--- config.mk ---
export PLATFORM = sky130hd
export DESIGN_NAME = crc32_frame_receiver
export DESIGN_NICKNAME = d
export VERILOG_FILES = /design/src/hw/rtl/crcfr_pkg.sv /design/src/hw/rtl/crcfr_front.sv /design/src/hw/rtl/crcfr_queue.sv /design/src/hw/rtl/crcfr_back.sv /design/src/hw/rtl/crc32_frame_receiver.sv
export SDC_FILE = /design/constraint.sdc
export NUM_CORES = 1
export LEC_CHECK = 0
export BUFFER_PORTS_ARGS = -buffer_cell sky130_fd_sc_hd__buf_4
export CAP_MARGIN = 20
export CORE_UTILIZATION = 37
export DETAILED_ROUTE_END_ITERATION = 8
export PLACE_DENSITY = 0.62
export SYNTH_ARGS = -nofsm -noshare
export SYNTH_HDL_FRONTEND = slang
export SYNTH_SLANG_ARGS = --single-unit
--- constraint.sdc ---
create_clock -name clk -period 3.52 [get_ports clk]
set_input_delay 0.352 -clock clk [delete_from_list [all_inputs] [get_ports clk]]
set_output_delay 0.352 -clock clk [all_outputs]
set_load 0.1 [all_outputs]
--- src/hw/rtl/crcfr_pkg.sv ---
package crcfr_pkg;

    // Width of the payload byte counter; lengths that do not fit are rejected
    localparam int COUNT_BITS = 16;
    localparam logic [32:0] COUNT_MAX = (33'd1 << COUNT_BITS) - 33'd1;

    localparam logic [31:0] CRC_POLY = 32'hedb88320;
    localparam logic [31:0] CRC_ONES = 32'hffffffff;

    localparam logic [7:0] SYNC_0 = 8'ha5;
    localparam logic [7:0] SYNC_1 = 8'h5a;
    localparam logic [7:0] SYNC_2 = 8'hc3;
    localparam logic [7:0] SYNC_3 = 8'h3c;

    localparam logic [15:0] MAX_PAYLOAD_RESET = 16'd1024;

    // Header byte positions
    localparam logic [3:0] HDR_TYPE   = 4'd0;
    localparam logic [3:0] HDR_SESS_0 = 4'd1;
    localparam logic [3:0] HDR_SESS_1 = 4'd2;
    localparam logic [3:0] HDR_SESS_2 = 4'd3;
    localparam logic [3:0] HDR_SESS_3 = 4'd4;
    localparam logic [3:0] HDR_LEN_0  = 4'd5;
    localparam logic [3:0] HDR_LEN_1  = 4'd6;
    localparam logic [3:0] HDR_LEN_2  = 4'd7;
    localparam logic [3:0] HDR_LEN_3  = 4'd8;

    // Trailer byte positions
    localparam logic [1:0] CRC_POS_0 = 2'd0;
    localparam logic [1:0] CRC_POS_1 = 2'd1;
    localparam logic [1:0] CRC_POS_2 = 2'd2;
    localparam logic [1:0] CRC_POS_3 = 2'd3;

    // Result event codes
    localparam logic [2:0] EV_HDR_OK  = 3'd0;
    localparam logic [2:0] EV_PAYLOAD = 3'd1;
    localparam logic [2:0] EV_GOOD    = 3'd2;
    localparam logic [2:0] EV_CRC_BAD = 3'd3;
    localparam logic [2:0] EV_LEN_ERR = 3'd4;

    // Command queue between front and back
    localparam int QUEUE_DEPTH = 4;
    localparam int QUEUE_PTR_BITS = $clog2(QUEUE_DEPTH);

    typedef enum logic [2:0] {
        CMD_HDR,
        CMD_HDR_OK,
        CMD_HDR_ERR,
        CMD_PAY,
        CMD_CRC,
        CMD_CRC_END
    } cmd_kind_t;

    typedef struct packed {
        cmd_kind_t  kind;
        logic [3:0] idx;
        logic [7:0] data;
    } cmd_t;

    // One byte through the reflected CRC-32, as an XOR network
    function automatic logic [31:0] crc_byte(logic [31:0] crc_in, logic [7:0] b);
        logic [31:0] c;
        c = crc_in ^ {24'd0, b};
        for (int k = 0; k < 8; k++)
        begin
            c = (c >> 1) ^ (CRC_POLY & {32{c[0]}});
        end
        return c;
    endfunction

    function automatic logic [7:0] sync_byte(logic [1:0] pos);
        logic [7:0] s;
        unique case (pos)
            2'd0: s = SYNC_0;
            2'd1: s = SYNC_1;
            2'd2: s = SYNC_2;
            default: s = SYNC_3;
        endcase
        return s;
    endfunction

endpackage

--- src/hw/rtl/crcfr_front.sv ---
module crcfr_front (
    input  logic                clk,
    input  logic                rst_n,
    input  logic                byte_valid,
    input  logic [7:0]          rx_byte,
    input  logic                cfg_wr_en,
    input  logic [15:0]         cfg_wr_data,
    output logic                cmd_valid,
    output crcfr_pkg::cmd_t     cmd
);
    import crcfr_pkg::*;

    localparam logic [1:0] PH_HUNT    = 2'd0;
    localparam logic [1:0] PH_HEADER  = 2'd1;
    localparam logic [1:0] PH_PAYLOAD = 2'd2;
    localparam logic [1:0] PH_CRC     = 2'd3;

    logic [1:0]            phase_reg, phase_next;
    logic [1:0]            sync_reg, sync_next;
    logic [COUNT_BITS-1:0] count_reg, count_next;
    logic [23:0]           len_lo_reg, len_lo_next;
    logic [COUNT_BITS-1:0] pay_len_reg, pay_len_next;
    logic [15:0]           max_reg;

    logic [COUNT_BITS:0]   count_inc;
    logic [31:0]           len_full;
    logic                  len_err;
    logic [3:0]            hdr_idx;

    assign count_inc = {1'b0, count_reg} + {{COUNT_BITS{1'b0}}, 1'b1};
    assign hdr_idx   = count_reg[3:0];
    assign len_full  = {rx_byte, len_lo_reg};
    assign len_err   = (len_full > {16'd0, max_reg}) || ({1'b0, len_full} > COUNT_MAX);

    // Configuration register
    always_ff @(posedge clk or negedge rst_n)
    begin
        if (!rst_n)
        begin
            max_reg <= MAX_PAYLOAD_RESET;
        end
        else if (cfg_wr_en)
        begin
            max_reg <= cfg_wr_data;
        end
    end

    // Frame parser: classifies each byte and issues a command
    always_comb
    begin
        phase_next   = phase_reg;
        sync_next    = sync_reg;
        count_next   = count_reg;
        len_lo_next  = len_lo_reg;
        pay_len_next = pay_len_reg;
        cmd_valid    = 1'b0;
        cmd.kind     = CMD_HDR;
        cmd.idx      = hdr_idx;
        cmd.data     = rx_byte;
        if (byte_valid)
        begin
            unique case (phase_reg)
                PH_HUNT:
                begin
                    if (rx_byte == sync_byte(sync_reg))
                    begin
                        if (sync_reg == 2'd3)
                        begin
                            sync_next  = 2'd0;
                            phase_next = PH_HEADER;
                            count_next = '0;
                        end
                        else
                        begin
                            sync_next = sync_reg + 2'd1;
                        end
                    end
                    else
                    begin
                        sync_next = (rx_byte == SYNC_0) ? 2'd1 : 2'd0;
                    end
                end
                PH_HEADER:
                begin
                    cmd_valid = 1'b1;
                    unique case (hdr_idx)
                        HDR_LEN_0: len_lo_next[7:0]   = rx_byte;
                        HDR_LEN_1: len_lo_next[15:8]  = rx_byte;
                        HDR_LEN_2: len_lo_next[23:16] = rx_byte;
                        default: ;
                    endcase
                    if (hdr_idx == HDR_LEN_3)
                    begin
                        count_next   = '0;
                        pay_len_next = len_full[COUNT_BITS-1:0];
                        if (len_err)
                        begin
                            cmd.kind   = CMD_HDR_ERR;
                            phase_next = PH_HUNT;
                        end
                        else
                        begin
                            cmd.kind   = CMD_HDR_OK;
                            phase_next = (len_full == 32'd0) ? PH_CRC : PH_PAYLOAD;
                        end
                    end
                    else
                    begin
                        count_next = count_inc[COUNT_BITS-1:0];
                    end
                end
                PH_PAYLOAD:
                begin
                    cmd_valid = 1'b1;
                    cmd.kind  = CMD_PAY;
                    if (count_inc >= {1'b0, pay_len_reg})
                    begin
                        count_next = '0;
                        phase_next = PH_CRC;
                    end
                    else
                    begin
                        count_next = count_inc[COUNT_BITS-1:0];
                    end
                end
                default:
                begin
                    cmd_valid = 1'b1;
                    cmd.idx   = {2'b00, count_reg[1:0]};
                    if (count_reg[1:0] == CRC_POS_3)
                    begin
                        cmd.kind   = CMD_CRC_END;
                        count_next = '0;
                        phase_next = PH_HUNT;
                    end
                    else
                    begin
                        cmd.kind   = CMD_CRC;
                        count_next = count_inc[COUNT_BITS-1:0];
                    end
                end
            endcase
        end
    end

    always_ff @(posedge clk or negedge rst_n)
    begin
        if (!rst_n)
        begin
            phase_reg   <= PH_HUNT;
            sync_reg    <= 2'd0;
            count_reg   <= '0;
            len_lo_reg  <= '0;
            pay_len_reg <= '0;
        end
        else
        begin
            phase_reg   <= phase_next;
            sync_reg    <= sync_next;
            count_reg   <= count_next;
            len_lo_reg  <= len_lo_next;
            pay_len_reg <= pay_len_next;
        end
    end

endmodule

--- src/hw/rtl/crcfr_queue.sv ---
module crcfr_queue (
    input  logic            clk,
    input  logic            rst_n,
    input  logic            wr_en,
    input  crcfr_pkg::cmd_t wr_cmd,
    output logic            full,
    input  logic            rd_en,
    output crcfr_pkg::cmd_t rd_cmd,
    output logic            empty
);
    import crcfr_pkg::*;

    cmd_t                    mem [QUEUE_DEPTH];
    logic [QUEUE_PTR_BITS-1:0] wr_ptr_reg, rd_ptr_reg;
    logic [QUEUE_PTR_BITS:0]   fill_reg;
    logic                      do_wr, do_rd;

    assign full   = (fill_reg == QUEUE_DEPTH[QUEUE_PTR_BITS:0]);
    assign empty  = (fill_reg == '0);
    assign do_wr  = wr_en && !full;
    assign do_rd  = rd_en && !empty;
    assign rd_cmd = mem[rd_ptr_reg];

    // Storage
    always_ff @(posedge clk)
    begin
        if (do_wr)
        begin
            mem[wr_ptr_reg] <= wr_cmd;
        end
    end

    // Pointers and fill level
    always_ff @(posedge clk or negedge rst_n)
    begin
        if (!rst_n)
        begin
            wr_ptr_reg <= '0;
            rd_ptr_reg <= '0;
            fill_reg   <= '0;
        end
        else
        begin
            if (do_wr)
            begin
                wr_ptr_reg <= wr_ptr_reg + QUEUE_PTR_BITS'(1);
            end
            if (do_rd)
            begin
                rd_ptr_reg <= rd_ptr_reg + QUEUE_PTR_BITS'(1);
            end
            if (do_wr && !do_rd)
            begin
                fill_reg <= fill_reg + (QUEUE_PTR_BITS + 1)'(1);
            end
            else if (do_rd && !do_wr)
            begin
                fill_reg <= fill_reg - (QUEUE_PTR_BITS + 1)'(1);
            end
        end
    end

endmodule

--- src/hw/rtl/crcfr_back.sv ---
module crcfr_back (
    input  logic            clk,
    input  logic            rst_n,
    input  logic            cmd_avail,
    input  crcfr_pkg::cmd_t cmd,
    output logic            cmd_take,
    output logic            empty,
    input  logic            pop,
    output logic [2:0]      event_res,
    output logic [7:0]      frame_type,
    output logic [31:0]     session_number,
    output logic [15:0]     payload_length,
    output logic [7:0]      data_byte
);
    import crcfr_pkg::*;

    logic [31:0] crc_reg, crc_next;
    logic [7:0]  type_reg, type_next;
    logic [31:0] session_reg, session_next;
    logic [31:0] len_reg, len_next;
    logic [23:0] rcv_reg, rcv_next;

    logic        out_valid_reg;
    logic [2:0]  ev_reg;
    logic [7:0]  type_out_reg;
    logic [31:0] session_out_reg;
    logic [15:0] len_out_reg;
    logic [7:0]  data_out_reg;

    logic        has_result;
    logic [2:0]  ev;
    logic [7:0]  data_out;
    logic [31:0] crc_base, crc_upd;
    logic [15:0] len_sat;
    logic        slot_free;

    assign crc_base  = (cmd.kind == CMD_HDR && cmd.idx == HDR_TYPE) ? CRC_ONES : crc_reg;
    assign crc_upd   = crc_byte(crc_base, cmd.data);
    assign len_sat   = (len_next[31:16] != 16'd0) ? 16'hffff : len_next[15:0];
    assign slot_free = !out_valid_reg || pop;
    assign cmd_take  = cmd_avail && (!has_result || slot_free);

    // Command execution: CRC, header fields, trailer compare
    always_comb
    begin
        crc_next     = crc_reg;
        type_next    = type_reg;
        session_next = session_reg;
        len_next     = len_reg;
        rcv_next     = rcv_reg;
        has_result   = 1'b0;
        ev           = EV_HDR_OK;
        data_out     = 8'd0;
        unique case (cmd.kind)
            CMD_HDR:
            begin
                crc_next = crc_upd;
                unique case (cmd.idx)
                    HDR_TYPE:   type_next           = cmd.data;
                    HDR_SESS_0: session_next[7:0]   = cmd.data;
                    HDR_SESS_1: session_next[15:8]  = cmd.data;
                    HDR_SESS_2: session_next[23:16] = cmd.data;
                    HDR_SESS_3: session_next[31:24] = cmd.data;
                    HDR_LEN_0:  len_next[7:0]       = cmd.data;
                    HDR_LEN_1:  len_next[15:8]      = cmd.data;
                    HDR_LEN_2:  len_next[23:16]     = cmd.data;
                    default: ;
                endcase
            end
            CMD_HDR_OK, CMD_HDR_ERR:
            begin
                crc_next   = crc_upd;
                len_next   = {cmd.data, len_reg[23:0]};
                has_result = 1'b1;
                ev         = (cmd.kind == CMD_HDR_ERR) ? EV_LEN_ERR : EV_HDR_OK;
            end
            CMD_PAY:
            begin
                crc_next   = crc_upd;
                has_result = 1'b1;
                ev         = EV_PAYLOAD;
                data_out   = cmd.data;
            end
            CMD_CRC:
            begin
                unique case (cmd.idx[1:0])
                    CRC_POS_0: rcv_next[7:0]   = cmd.data;
                    CRC_POS_1: rcv_next[15:8]  = cmd.data;
                    CRC_POS_2: rcv_next[23:16] = cmd.data;
                    default: ;
                endcase
            end
            default:
            begin
                has_result = 1'b1;
                ev = ((crc_reg ^ CRC_ONES) == {cmd.data, rcv_reg}) ? EV_GOOD : EV_CRC_BAD;
                crc_next = CRC_ONES;
            end
        endcase
    end

    // Frame stores
    always_ff @(posedge clk or negedge rst_n)
    begin
        if (!rst_n)
        begin
            crc_reg     <= CRC_ONES;
            type_reg    <= '0;
            session_reg <= '0;
            len_reg     <= '0;
            rcv_reg     <= '0;
        end
        else if (cmd_take)
        begin
            crc_reg     <= crc_next;
            type_reg    <= type_next;
            session_reg <= session_next;
            len_reg     <= len_next;
            rcv_reg     <= rcv_next;
        end
    end

    // Output register control
    always_ff @(posedge clk or negedge rst_n)
    begin
        if (!rst_n)
        begin
            out_valid_reg <= 1'b0;
        end
        else if (cmd_take && has_result)
        begin
            out_valid_reg <= 1'b1;
        end
        else if (pop)
        begin
            out_valid_reg <= 1'b0;
        end
    end

    // Output register payload
    always_ff @(posedge clk)
    begin
        if (cmd_take && has_result)
        begin
            ev_reg          <= ev;
            type_out_reg    <= type_next;
            session_out_reg <= session_next;
            len_out_reg     <= len_sat;
            data_out_reg    <= data_out;
        end
    end

    assign empty          = !out_valid_reg;
    assign event_res      = ev_reg;
    assign frame_type     = type_out_reg;
    assign session_number = session_out_reg;
    assign payload_length = len_out_reg;
    assign data_byte      = data_out_reg;

endmodule

--- src/hw/rtl/crc32_frame_receiver.sv ---
// Sync-word deframer with CRC-32 check, receive side.
// Input queue side: present a byte on rx_byte with push; it transfers at a
// clock edge where push is high and full is low. Result queue side: while
// empty is low the oldest result sits on event_res, frame_type,
// session_number, payload_length and data_byte; it transfers when pop is high.
// Only the last header byte, each payload byte and the last CRC byte give a
// result; sync and other header/CRC bytes give none.
// Path: a byte's command is written into the queue storage when the byte
// transfers, then the back end takes it and loads the output register; a
// result-bearing command waits in the queue while that register is full.
// Throughput: one byte per cycle, sustained while pop keeps up; the CRC update
// is a combinational XOR network in the back end.
// Stalls: when pop is held low the back end stops at the next result-bearing
// command, the 4-entry command queue fills, then full rises.
// cfg_wr_en/cfg_wr_data write max_payload (reset 1024); write only when idle.
// Reset: hunting for sync, queues empty, CRC preset to all ones.
module crc32_frame_receiver (
    input  logic        clk,
    input  logic        rst_n,
    input  logic        push,
    output logic        full,
    input  logic [7:0]  rx_byte,
    input  logic        cfg_wr_en,
    input  logic [15:0] cfg_wr_data,
    output logic        empty,
    input  logic        pop,
    output logic [2:0]  event_res,
    output logic [7:0]  frame_type,
    output logic [31:0] session_number,
    output logic [15:0] payload_length,
    output logic [7:0]  data_byte
);
    import crcfr_pkg::*;

    logic byte_valid;
    logic cmd_valid;
    cmd_t cmd_in;
    cmd_t cmd_out;
    logic q_empty;
    logic cmd_take;

    assign byte_valid = push && !full;

    crcfr_front u_front (
        .clk         (clk),
        .rst_n       (rst_n),
        .byte_valid  (byte_valid),
        .rx_byte     (rx_byte),
        .cfg_wr_en   (cfg_wr_en),
        .cfg_wr_data (cfg_wr_data),
        .cmd_valid   (cmd_valid),
        .cmd         (cmd_in)
    );

    crcfr_queue u_queue (
        .clk    (clk),
        .rst_n  (rst_n),
        .wr_en  (cmd_valid),
        .wr_cmd (cmd_in),
        .full   (full),
        .rd_en  (cmd_take),
        .rd_cmd (cmd_out),
        .empty  (q_empty)
    );

    crcfr_back u_back (
        .clk            (clk),
        .rst_n          (rst_n),
        .cmd_avail      (!q_empty),
        .cmd            (cmd_out),
        .cmd_take       (cmd_take),
        .empty          (empty),
        .pop            (pop),
        .event_res      (event_res),
        .frame_type     (frame_type),
        .session_number (session_number),
        .payload_length (payload_length),
        .data_byte      (data_byte)
    );

endmodule

==> flow_metrics.tcl <==
set metrics [dict create \
    routabilityCongestion 0.811 \
    worstSetupPathType "register to register" \
    die_height_microns 210 \
    synth_seq_cells 339 \
    fin_skew_ns 0.0222 \
    avgSynthCellArea_sq_um 12.2 \
    outcome "completed" \
    rsz0062_at_grt "false" \
    vias_per_cell 5.00 \
    final_antenna_net_count 0 \
    yosys-top-cells-area "dfrtp_1, edfxtp_1, mux2_2" \
    syn_nets 1378 \
    irDropWorstVdd_mv 0.547 \
    firstDrtPassIters 5 \
    async_reset_ff_frac 0.625 \
    drive_above_1_share 0.276 \
    crit_path_end_kind "register" \
    grt_pass1_wl_microns 58300 \
    grt_max_degree 86 \
    synth_common_cells "nand2_1, dfrtp_1, edfxtp_1" \
    synth_top_area_share 0.281 \
    cts_tree "done" \
    cts_buffers 38 \
    finalCoreUtilization 0.454 \
    antenna-diode-count 0 \
    first_iter_violations 597 \
    period_needed_ns 3.38 \
    path_clk_slew_ns 0.06 \
    grt_usage 0.169 \
    io_buffers 97 \
    p_leak_nw 8.21 \
    num_rows 75 \
    via_count 10100 \
    nets 1531 \
    ys_seq_area_frac 0.574 \
    syn_inst 1305 \
    crit_fanout 6 \
    clk_latency_ns 0.55 \
    cap_violations 0 \
    drc_errors 0 \
    critPathSlowestCell "mux4_2" \
    grt_antenna_before_repair 0 \
    hold_viol 0 \
    max_stage_delay_ns 0.50 \
    max_freq_mhz 296 \
    synth_cell_type_count 55 \
    cp-start-kind "register" \
    htree_levels 2 \
    slew_headroom 0.443 \
    slew_viol_final 0 \
    wl_per_cell_microns 17.9 \
    path_cells "buf_4 > mux4_2 > or4_4 > nor4_4 > nor2_1 > xnor2_4 > xnor2_1 > buf_4 > xor2_1 > xor2_1 > o22a_1" \
    yosys.cell_count.top_type "nand2_1" \
    wl_microns 36300 \
    ioPinCount 98 \
    largest_reg_flops 60 \
    synth_ff_type "dfrtp_1" \
    synth_edf_count 127 \
    worst_slew_pin_slew_ns 0.836 \
    finalSetupTns_ns 0 \
    powerDensity_mw_per_mm2 902 \
    hp-start "cfg_wr_data[5]" \
    finalSetupViolations 0 \
    coreArea_sq_mm 0.0422 \
    grt_pass1_vias 10400 \
    largest_register "u_queue.mem" \
    place.detailed.hpwl_microns 23800 \
    gr-total-overflow 0 \
    die_area_sq_mm 0.0439 \
    syn2layout_area_growth_pct 20.1 \
    critPathRequiredTime_ns 4.01 \
    finalCritPeriodShare 0.959 \
    dieWidth_microns 210 \
    critical_path.startpoint "u_queue.rd_ptr_reg[0]$_DFFE_PN0P_" \
    min-delay-path-class "input port to register" \
    rr_startpoint "u_queue.rd_ptr_reg[0]$_DFFE_PN0P_" \
    synth_top_area_cell "dfrtp_1" \
    yosysWarningCount 0 \
    worstPathArrival_ns 3.87 \
    start_util 0.378 \
    synthesis.area_sq_mm 0.0160 \
    root_buffer "clkbuf_16" \
    cts_num_sinks 339 \
    cts.path.max_buffers 3 \
]
## report_power, final
group          internal [mW]  switching (mW)
Combinational           3.56            3.75
Clock                   2.60            1.65
Sequential              5.11           0.604
Total                   11.3            6.00
## path summary, 6_finish.rpt
path                            depth (start not counted)  slack [ns]                                  to
worst min register to register                          2        0.47  u_back.session_reg[22]$_DFFE_PN0P_
max in group asynchronous                               3        2.13     u_front.max_reg[10]$_DFFE_PN1P_
worst max-delay path                                   11        0.14       u_back.crc_reg[7]$_DFFE_PN1P_
worst min-delay path                                    3        0.02      u_front.max_reg[5]$_DFFE_PN0P_
min in group asynchronous                               2        0.40  u_back.session_reg[31]$_DFFE_PN0P_
worst max register to register                         11        0.14       u_back.crc_reg[7]$_DFFE_PN1P_
## area by class of cell
| cell class | count | area (sq um) |
|---|---|---|
| sequential | 339 | 9160 |
| fill | 3875 | 23100 |
| clock inverter | 18 | 278 |
| inverter | 43 | 161 |
| timing repair buffer | 174 | 1370 |
| multi-input combinational | 862 | 6440 |
| clock buffer | 52 | 1080 |
| tap | 539 | 674 |
## cells by family (layout without fill, tap and decap cells)
group / count (synthesis) / in the layout / synth area share
buffers and inverters: 104 / 287 / 0.0249
AOI/OAI and AO/OA: 132 / 132 / 0.0566
adders and majority gates: 44 / 44 / 0.0350
xor gates and xnor gates: 150 / 150 / 0.0849
DFF: 339 / 339 / 0.574
muxes: 155 / 155 / 0.119
and+or+nand+nor: 381 / 381 / 0.106
## placed cells by master, fill, tap and decap left out, types with 41 or more instances in the layout
cell type | synthesis | routed
buf_4 | 1 | 156
dfrtp_1 | 179 | 177
edfxtp_1 | 127 | 127
ha_1 | 43 | 43
inv_1 | 42 | 41
mux2_2 | 123 | 123
nand2_1 | 214 | 214
nor2_1 | 69 | 67
o21ai_0 | 47 | 47
xnor2_1 | 103 | 100
xor2_1 | 43 | 43
## critical path, delay by kind of cell (launching register included)
kind / cells / cell delay, ns
simple gates: 3 / 0.99
xor+xnor: 4 / 0.91
compound gates: 1 / 0.16
flops: 1 / 0.44
buf+inv: 2 / 0.33
mux: 1 / 0.50
## through the flow
stage,instance area (sq um),cells,worst slack (ns),hold WS [ns],power (mW)
after floorplan,16000,1305,0.00903,0.0564,11.2
after global placement,17600,1938,0.0832,0.451,12.9
after detailed placement,17600,1938,0.0341,0.458,13.0
after CTS,19100,2023,0.0221,0.00170,17.3
after global routing,19200,2027,0.00835,0.0228,18.2
final,19200,2027,0.145,0.0221,17.3
## per-layer routing
metal | global-route usage | share of wire
met5 | 0 | 0
met4 | 0.0481 | 0.020
met3 | 0.0242 | 0.036
met2 | 0.270 | 0.47
met1 | 0.239 | 0.48
## what timing repair did
item,4_1_cts,5_1_grt
setup buffers,0,4
endpoints found under the hold margin,85,0
endpoints found under the setup margin,0,24
resized for setup,0,9
hold buffers,15,0
No activity file was read; power rests on OpenSTA's default activity.
